[config.mk]
export PLATFORM = sky130hd
export DESIGN_NAME = xor_checked_frame_receiver_unit_flat
export DESIGN_NICKNAME = d
export VERILOG_FILES = /design/src/design/xcfr_pkg.sv /design/src/design/xcfr_req_if.sv /design/src/design/xcfr_rsp_if.sv /design/src/design/xor_checked_frame_receiver_unit.sv /design/src/flat_wrapper.sv
export SDC_FILE = /design/constraint.sdc
export NUM_CORES = 1
export LEC_CHECK = 0
export ABC_CLOCK_PERIOD_IN_PS = 5500
export BUFFER_PORTS_ARGS = -buffer_cell sky130_fd_sc_hd__buf_2
export CELL_PAD_IN_SITES_DETAIL_PLACEMENT = 0
export CELL_PAD_IN_SITES_GLOBAL_PLACEMENT = 1
export CORE_ASPECT_RATIO = 1.25
export CORE_UTILIZATION = 47
export CTS_CLUSTER_SIZE = 16
export DETAILED_ROUTE_END_ITERATION = 6
export PLACE_DENSITY = 0.85
export SYNTH_ARGS = -nofsm -noshare
export SYNTH_HDL_FRONTEND = slang
export SYNTH_SLANG_ARGS = --single-unit
[constraint.sdc]
create_clock -name clock -period 5.5 [get_ports clock]
set_clock_uncertainty 0.15 [all_clocks]
set_input_delay 0.55 -clock clock [delete_from_list [all_inputs] [get_ports clock]]
set_output_delay 0.55 -clock clock [all_outputs]
set_load 0.005 [all_outputs]
[src/design/xcfr_pkg.sv]
// ----------------------------------------------------------------------------
// XOR-checked frame receiver package
// Shared widths, register indexes and result kind codes.
// ----------------------------------------------------------------------------
`default_nettype none

package xcfr_pkg;

   localparam int ByteWidth   = 8;
   localparam int LenWidth    = 16;
   localparam int KindWidth   = 3;
   localparam int CsrIdxWidth = 2;

   // Shortest frame: sync, two length bytes, address, command, check byte.
   localparam logic [LenWidth-1:0] MinFrameLen = LenWidth'(6);

   typedef logic [ByteWidth-1:0] byte_type;
   typedef logic [LenWidth-1:0]  len_type;
   typedef logic [KindWidth-1:0] kind_type;

   localparam kind_type KIND_ECHO   = 3'd0;
   localparam kind_type KIND_SUPPLY = 3'd1;
   localparam kind_type KIND_OTHER  = 3'd2;
   localparam kind_type KIND_XOR    = 3'd3;
   localparam kind_type KIND_ADDR   = 3'd4;
   localparam kind_type KIND_LEN    = 3'd5;

   typedef enum logic [CsrIdxWidth-1:0] {
      CSR_SYNC_VALUE  = 2'd0,
      CSR_OWN_ADDRESS = 2'd1,
      CSR_ECHO_CODE   = 2'd2,
      CSR_SUPPLY_CODE = 2'd3
   } csr_idx_type;

endpackage : xcfr_pkg

`default_nettype wire

[src/design/xcfr_req_if.sv]
// ----------------------------------------------------------------------------
// XOR-checked frame receiver request channel
// Valid/ready channel carrying one received byte per item.
// ----------------------------------------------------------------------------
`default_nettype none

interface xcfr_req_if;
   import xcfr_pkg::*;

   logic     valid;
   logic     ready;
   byte_type rx_byte;

   modport source (output valid, output rx_byte, input ready);
   modport sink   (input valid, input rx_byte, output ready);
endinterface : xcfr_req_if

`default_nettype wire

[src/design/xcfr_rsp_if.sv]
// ----------------------------------------------------------------------------
// XOR-checked frame receiver response channel
// Valid/ready channel carrying one frame report per item.
// ----------------------------------------------------------------------------
`default_nettype none

interface xcfr_rsp_if;
   import xcfr_pkg::*;

   logic     valid;
   logic     ready;
   kind_type frame_kind;
   byte_type command_byte;
   len_type  frame_length;

   modport source (output valid, output frame_kind, output command_byte,
                   output frame_length, input ready);
   modport sink   (input valid, input frame_kind, input command_byte,
                   input frame_length, output ready);
endinterface : xcfr_rsp_if

`default_nettype wire

[src/design/xor_checked_frame_receiver_unit.sv]
// ----------------------------------------------------------------------------
// XOR-checked frame receiver
// Hunts for a sync byte, parses length, address and command, XORs the frame
// and reports one result per completed or rejected frame.
// ----------------------------------------------------------------------------
// The byte that ends a frame is held in the input register, and its result
// is then loaded into the output register. Throughput: one byte per cycle
// while the result side keeps up; the single per-byte parser update sets it.
// Reset (synchronous, active high) returns the parser to sync hunting, clears
// all configuration registers to zero and empties both pipeline registers.
// ----------------------------------------------------------------------------
`default_nettype none

module xor_checked_frame_receiver_unit (
   input  wire                                  clock,
   input  wire                                  reset,
   xcfr_req_if.sink                             req_chan,
   xcfr_rsp_if.source                           rsp_chan,
   input  wire                                  csr_wr_en,
   input  wire [xcfr_pkg::CsrIdxWidth-1:0]      csr_index,
   input  wire [xcfr_pkg::ByteWidth-1:0]        csr_wr_data
);
   import xcfr_pkg::*;

   // Parser phases, one per field position in the frame.
   typedef enum logic [2:0] {
      PH_HUNT,
      PH_LEN_HI,
      PH_LEN_LO,
      PH_ADDR,
      PH_CMD,
      PH_BODY
   } phase_type;

   // Configuration registers.
   byte_type sync_value_ff;
   byte_type own_address_ff;
   byte_type echo_code_ff;
   byte_type supply_code_ff;

   // Input register: holds the accepted byte until the parser takes it.
   logic     in_valid_ff;
   byte_type in_byte_ff;

   // Parser state.
   phase_type phase_ff, phase_in;
   byte_type  xor_sum_ff, xor_sum_in;
   len_type   bytes_seen_ff, bytes_seen_in;
   len_type   decl_len_ff, decl_len_in;
   byte_type  held_cmd_ff, held_cmd_in;

   // Result produced by the byte in the input register.
   logic     res_valid;
   kind_type res_kind;
   byte_type res_cmd;

   // Output register.
   logic     out_valid_ff;
   kind_type out_kind_ff;
   byte_type out_cmd_ff;
   len_type  out_len_ff;

   logic     advance;
   logic     step;
   byte_type xor_next;
   len_type  seen_next;

   // The byte in the input register moves on whenever the output register
   // is empty or is being drained in this cycle, so a waiting result never
   // blocks intake as long as the consumer takes it.
   assign advance        = !out_valid_ff || rsp_chan.ready;
   assign step           = in_valid_ff && advance;
   assign req_chan.ready = !in_valid_ff || advance;

   assign rsp_chan.valid        = out_valid_ff;
   assign rsp_chan.frame_kind   = out_kind_ff;
   assign rsp_chan.command_byte = out_cmd_ff;
   assign rsp_chan.frame_length = out_len_ff;

   assign xor_next  = xor_sum_ff ^ in_byte_ff;
   assign seen_next = bytes_seen_ff + LenWidth'(1);

   // Per-byte parser update. Every byte after the sync byte joins the XOR
   // and the byte count; a rejected or finished frame returns to hunting
   // with the running sums cleared, so consumed bytes are never rescanned.
   always_comb begin
      phase_in      = phase_ff;
      xor_sum_in    = xor_next;
      bytes_seen_in = seen_next;
      decl_len_in   = decl_len_ff;
      held_cmd_in   = held_cmd_ff;
      res_valid     = 1'b0;
      res_kind      = KIND_OTHER;
      res_cmd       = '0;

      case (phase_ff)
         PH_HUNT: begin
            xor_sum_in    = xor_sum_ff;
            bytes_seen_in = bytes_seen_ff;
            if (in_byte_ff == sync_value_ff) begin
               phase_in      = PH_LEN_HI;
               xor_sum_in    = in_byte_ff;
               bytes_seen_in = LenWidth'(1);
               decl_len_in   = '0;
               held_cmd_in   = '0;
            end
         end
         PH_LEN_HI: begin
            decl_len_in = {in_byte_ff, {ByteWidth{1'b0}}};
            phase_in    = PH_LEN_LO;
         end
         PH_LEN_LO: begin
            decl_len_in = {decl_len_ff[LenWidth-1:ByteWidth], in_byte_ff};
            if (decl_len_in < MinFrameLen) begin
               // Declared length too short to hold a complete frame.
               res_valid = 1'b1;
               res_kind  = KIND_LEN;
               phase_in  = PH_HUNT;
            end else begin
               phase_in = PH_ADDR;
            end
         end
         PH_ADDR: begin
            if (in_byte_ff != own_address_ff) begin
               // Address is checked before the checksum is known.
               res_valid = 1'b1;
               res_kind  = KIND_ADDR;
               phase_in  = PH_HUNT;
            end else begin
               phase_in = PH_CMD;
            end
         end
         PH_CMD: begin
            held_cmd_in = in_byte_ff;
            phase_in    = PH_BODY;
         end
         PH_BODY: begin
            if (seen_next >= decl_len_ff) begin
               // Last declared byte: the check byte is already in the XOR.
               res_valid = 1'b1;
               res_cmd   = held_cmd_ff;
               phase_in  = PH_HUNT;
               if (xor_next != '0) begin
                  res_kind = KIND_XOR;
               end else if (held_cmd_ff == echo_code_ff) begin
                  res_kind = KIND_ECHO;
               end else if (held_cmd_ff == supply_code_ff) begin
                  res_kind = KIND_SUPPLY;
               end else begin
                  res_kind = KIND_OTHER;
               end
            end
         end
         default: begin
            phase_in = PH_HUNT;
         end
      endcase

      if (res_valid) begin
         xor_sum_in    = '0;
         bytes_seen_in = '0;
         held_cmd_in   = '0;
      end
   end

   // Configuration writes.
   always_ff @(posedge clock) begin
      if (reset) begin
         sync_value_ff  <= '0;
         own_address_ff <= '0;
         echo_code_ff   <= '0;
         supply_code_ff <= '0;
      end else if (csr_wr_en) begin
         case (csr_idx_type'(csr_index))
            CSR_SYNC_VALUE:  sync_value_ff  <= csr_wr_data;
            CSR_OWN_ADDRESS: own_address_ff <= csr_wr_data;
            CSR_ECHO_CODE:   echo_code_ff   <= csr_wr_data;
            CSR_SUPPLY_CODE: supply_code_ff <= csr_wr_data;
            default: begin
            end
         endcase
      end
   end

   // Input register.
   always_ff @(posedge clock) begin
      if (reset) begin
         in_valid_ff <= 1'b0;
      end else if (req_chan.ready) begin
         in_valid_ff <= req_chan.valid;
      end
   end

   always_ff @(posedge clock) begin
      if (req_chan.valid && req_chan.ready) begin
         in_byte_ff <= req_chan.rx_byte;
      end
   end

   // Parser state advances once per byte leaving the input register.
   always_ff @(posedge clock) begin
      if (reset) begin
         phase_ff      <= PH_HUNT;
         xor_sum_ff    <= '0;
         bytes_seen_ff <= '0;
         decl_len_ff   <= '0;
         held_cmd_ff   <= '0;
      end else if (step) begin
         phase_ff      <= phase_in;
         xor_sum_ff    <= xor_sum_in;
         bytes_seen_ff <= bytes_seen_in;
         decl_len_ff   <= decl_len_in;
         held_cmd_ff   <= held_cmd_in;
      end
   end

   // Output register: loaded with a result, held until the consumer takes it.
   always_ff @(posedge clock) begin
      if (reset) begin
         out_valid_ff <= 1'b0;
      end else if (advance) begin
         out_valid_ff <= step && res_valid;
      end
   end

   always_ff @(posedge clock) begin
      if (step && res_valid) begin
         out_kind_ff <= res_kind;
         out_cmd_ff  <= res_cmd;
         out_len_ff  <= decl_len_in;
      end
   end

endmodule : xor_checked_frame_receiver_unit

`default_nettype wire
[src/flat_wrapper.sv]
// flat-port wrapper written by rule: the top's interface ports become plain ports
module xor_checked_frame_receiver_unit_flat import xcfr_pkg::*;
  (clock, reset, csr_wr_en, csr_index, csr_wr_data, req_chan_valid, req_chan_rx_byte, req_chan_ready, rsp_chan_valid, rsp_chan_frame_kind, rsp_chan_command_byte, rsp_chan_frame_length, rsp_chan_ready);
  xcfr_req_if req_chan_i ();
  xcfr_rsp_if rsp_chan_i ();
  input  wire clock;
  input  wire reset;
  input  wire csr_wr_en;
  input  wire [xcfr_pkg::CsrIdxWidth-1:0] csr_index;
  input  wire [xcfr_pkg::ByteWidth-1:0] csr_wr_data;
  input wire logic [$bits(req_chan_i.valid)-1:0] req_chan_valid;
  input wire logic [$bits(req_chan_i.rx_byte)-1:0] req_chan_rx_byte;
  output wire logic [$bits(req_chan_i.ready)-1:0] req_chan_ready;
  output wire logic [$bits(rsp_chan_i.valid)-1:0] rsp_chan_valid;
  output wire logic [$bits(rsp_chan_i.frame_kind)-1:0] rsp_chan_frame_kind;
  output wire logic [$bits(rsp_chan_i.command_byte)-1:0] rsp_chan_command_byte;
  output wire logic [$bits(rsp_chan_i.frame_length)-1:0] rsp_chan_frame_length;
  input wire logic [$bits(rsp_chan_i.ready)-1:0] rsp_chan_ready;
  assign req_chan_i.valid = req_chan_valid;
  assign req_chan_i.rx_byte = req_chan_rx_byte;
  assign req_chan_ready = req_chan_i.ready;
  assign rsp_chan_valid = rsp_chan_i.valid;
  assign rsp_chan_frame_kind = rsp_chan_i.frame_kind;
  assign rsp_chan_command_byte = rsp_chan_i.command_byte;
  assign rsp_chan_frame_length = rsp_chan_i.frame_length;
  assign rsp_chan_i.ready = rsp_chan_ready;
  xor_checked_frame_receiver_unit u_core (.clock(clock), .reset(reset), .req_chan(req_chan_i), .rsp_chan(rsp_chan_i), .csr_wr_en(csr_wr_en), .csr_index(csr_index), .csr_wr_data(csr_wr_data));
endmodule
==> flow_metrics.env <==
export IMPL_status="finished, final reports clean"
export IMPL_io_pins=52
export IMPL_hold_path_class="primary input to flip-flop"
export IMPL_fin_ws_ns=1.49
export IMPL_cts_buffers=17
export IMPL_power_density_nw_per_um2=303
export IMPL_overflow=0
export IMPL_synth_seq_area_share_pct=45.7
export IMPL_clockBufferDepth=2
export IMPL_worst_slew_pin_slew_ns=1.09
export IMPL_clk_pin_slew_worst_paths_ns=0.06
export IMPL_post_route_period_util_pct=73.0
export IMPL_post_place_ws_ns=1.53
export IMPL_final_net_count=700
export IMPL_synth_warnings=0
export IMPL_post_cts_resized=0
export IMPL_fin_crit_ns=4.01
export IMPL_syn_area_um2=6020
export IMPL_fmax_ghz=0.249
export IMPL_track_usage_pct=23.3
export IMPL_crit_fanout=36
export IMPL_first_pass_iters=7
export IMPL_reg2reg_slack_ns=1.49
export IMPL_drc_errors=0
export IMPL_synth_async_reset_ratio_pct=0
export IMPL_syn_nets=665
export IMPL_synth_edff_count=35
export IMPL_htreeDepth=4
export IMPL_cts_root_buf="clkbuf_16"
export IMPL_hold_slack_ns=0.160
export IMPL_io_buffers=51
export IMPL_ctsHoldBuffers=0
export IMPL_gp_congestion=0.832
export IMPL_arrival_ns=4.17
export IMPL_setup_violations=0
export IMPL_grt_pass1_wl_um=23000
export IMPL_maxSlewHeadroom_pct=27.6
export IMPL_dpl_hpwl_um=9840
export IMPL_clk_latency_ns=0.42
export IMPL_setup_tns_ns=0
export IMPL_num_vias=4731
export IMPL_total_power_mw=2.09
export IMPL_drive_gt1_share_pct=15.8
export IMPL_drtIter0Drc=315
export IMPL_totalWireLength_um=14400
export IMPL_cp_end_kind="flip-flop"
export IMPL_worstPathRequired_ns=5.66
export IMPL_layout_commonest_cell="dfxtp_1"
export IMPL_start_util_pct=48.9
export IMPL_reg2regPathDepth=13
export IMPL_holdPathStages=1
export IMPL_area_growth_pct=14.4
export IMPL_core_area_um2=12300
export IMPL_fp_dieW_um=103
export IMPL_rsz0062_at_grt="no"
export IMPL_worstSetupStartpointType="flip-flop"
export IMPL_drv_slew=0
export IMPL_ys_flop_type="dfxtp_1"
export IMPL_worstSetupPathType="flip-flop to flip-flop"
export IMPL_cap_violations=0
export IMPL_antenna_found_initial=0
export IMPL_synthCells=625
export IMPL_grt_max_degree=60
export IMPL_rows=45
export IMPL_die_y_um=129
export IMPL_grt_pass1_vias=4620
export IMPL_die_area_um2=13300
export IMPL_hold_viol=0
export IMPL_vdd_drop_max_mv=0.162
export IMPL_antenna_diode_count=0
export IMPL_routedWlPerCell_um=17.2
export IMPL_cts_sinks=120
export IMPL_post_cts_buffers=0
export IMPL_final_cell_mix="85 x dfxtp_1, 75 x nor2_1, 57 x nand2_1"
export IMPL_synth_avg_cell_area_um2=9.64
export IMPL_post_drt_via_cell_ratio=5.65
export IMPL_leakagePower_nw=2.93
export IMPL_synth_seq_cells=120
export IMPL_ant_nets=0
export IMPL_cts_tree="built"
export IMPL_ys_types=51
## critical path, cell delays in order, from the launching register on
cell and delay, ns:
dfxtp_1 0.43, ha_1 0.23, nand3_1 0.15, or3_1 0.49
nor2_1 0.16, xor2_1 0.23, ha_1 0.28, nand4_1 0.13
a211oi_1 0.07, or3_1 0.42, o311ai_4 0.36, buf_4 0.42
a21boi_0 0.15, o21ba_2 0.22
## synthesized netlist by cell type (all sizes together) (15+ instances only)
library cell  number  area, µm²
nand2             57        214
o41ai             16        200
clkbuf            21       80.1
dfxtp             85       1700
ha                17        213
xor2              46        403
mux2i             32        320
nor2              75        282
edfxtp            35       1050
buf               22        115
a32oi             18        158
inv               37        139
a21oi             21        116
o21ai             21        105
xnor2             15        131
## power by group
group | switching [mW] | leakage [nW] | internal (mW)
clock network | 0.375 | 0.268 | 0.651
logic | 0.0643 | 1.61 | 0.0434
registers | 0.0306 | 1.05 | 0.927
total | 0.470 | 2.93 | 1.62
## layout make-up
class                      instances  area [µm²]
tap                              164         205
inverter                          37         139
sequential                       120        2750
timing repair buffer              59         315
clock buffer                      19         433
clock inverter                    13         111
multi-input combinational        425        2940
fill                            1119        5440
## kinds of logic (layout without fill, tap and decap cells)
family / Yosys count / after routing / share of synthesized area (%)
adders and majority gates: 17 / 17 / 3.53
DFF: 120 / 120 / 45.7
muxes: 32 / 32 / 5.32
xor gates and xnor gates: 61 / 61 / 8.87
buffers and inverters: 80 / 128 / 5.54
AOI/OAI and AO/OA: 117 / 117 / 15.8
and+or+nand+nor: 198 / 198 / 15.3
## per-stage QoR
step / area, µm² / util (%) / instances
finish: 6890 / 55.9 / 837
global placement: 6350 / 51.5 / 805
global route: 6890 / 55.9 / 837
detailed placement: 6350 / 51.5 / 805
floorplan: 6020 / - / 625
CTS: 6890 / 55.9 / 837
## final timing paths
| check | startpoint | end |
|---|---|---|
| worst min register to register | u_core.bytes_seen_ff[1] | u_core.bytes_seen_ff[1] |
| worst max register to register | u_core.bytes_seen_ff[0] | u_core.rsp_chan.valid |
| worst min-delay path | req_chan_rx_byte[4] | u_core.in_byte_ff[4] |
| worst max-delay path | u_core.bytes_seen_ff[0] | u_core.rsp_chan.valid |
## per-layer routing
layer,share of wire (%),GRT usage (%),vias to the layer above
met4,2.5,9.61,0
met2,52,41.3,130
met3,4.3,5.81,30
li1,-,-,2292
met5,0,0,-
met1,41,26.3,2279
## flip-flops by register name, summed over array words and instances (netlist names)
signal and flops:
u_core.bytes_seen_ff 16, u_core.decl_len_ff 16, u_core.rsp_chan.frame_length 16, u_core.echo_code_ff 8, u_core.held_cmd_ff 8, u_core.in_byte_ff 8
u_core.own_address_ff 8, u_core.rsp_chan.command_byte 8, u_core.supply_code_ff 8, u_core.sync_value_ff 8, u_core.xor_sum_ff 8, u_core.phase_ff 3
u_core.rsp_chan.frame_kind 3, u_core.in_valid_ff 1, u_core.rsp_chan.valid 1
Note: power is estimated with default switching activity, not from simulation.
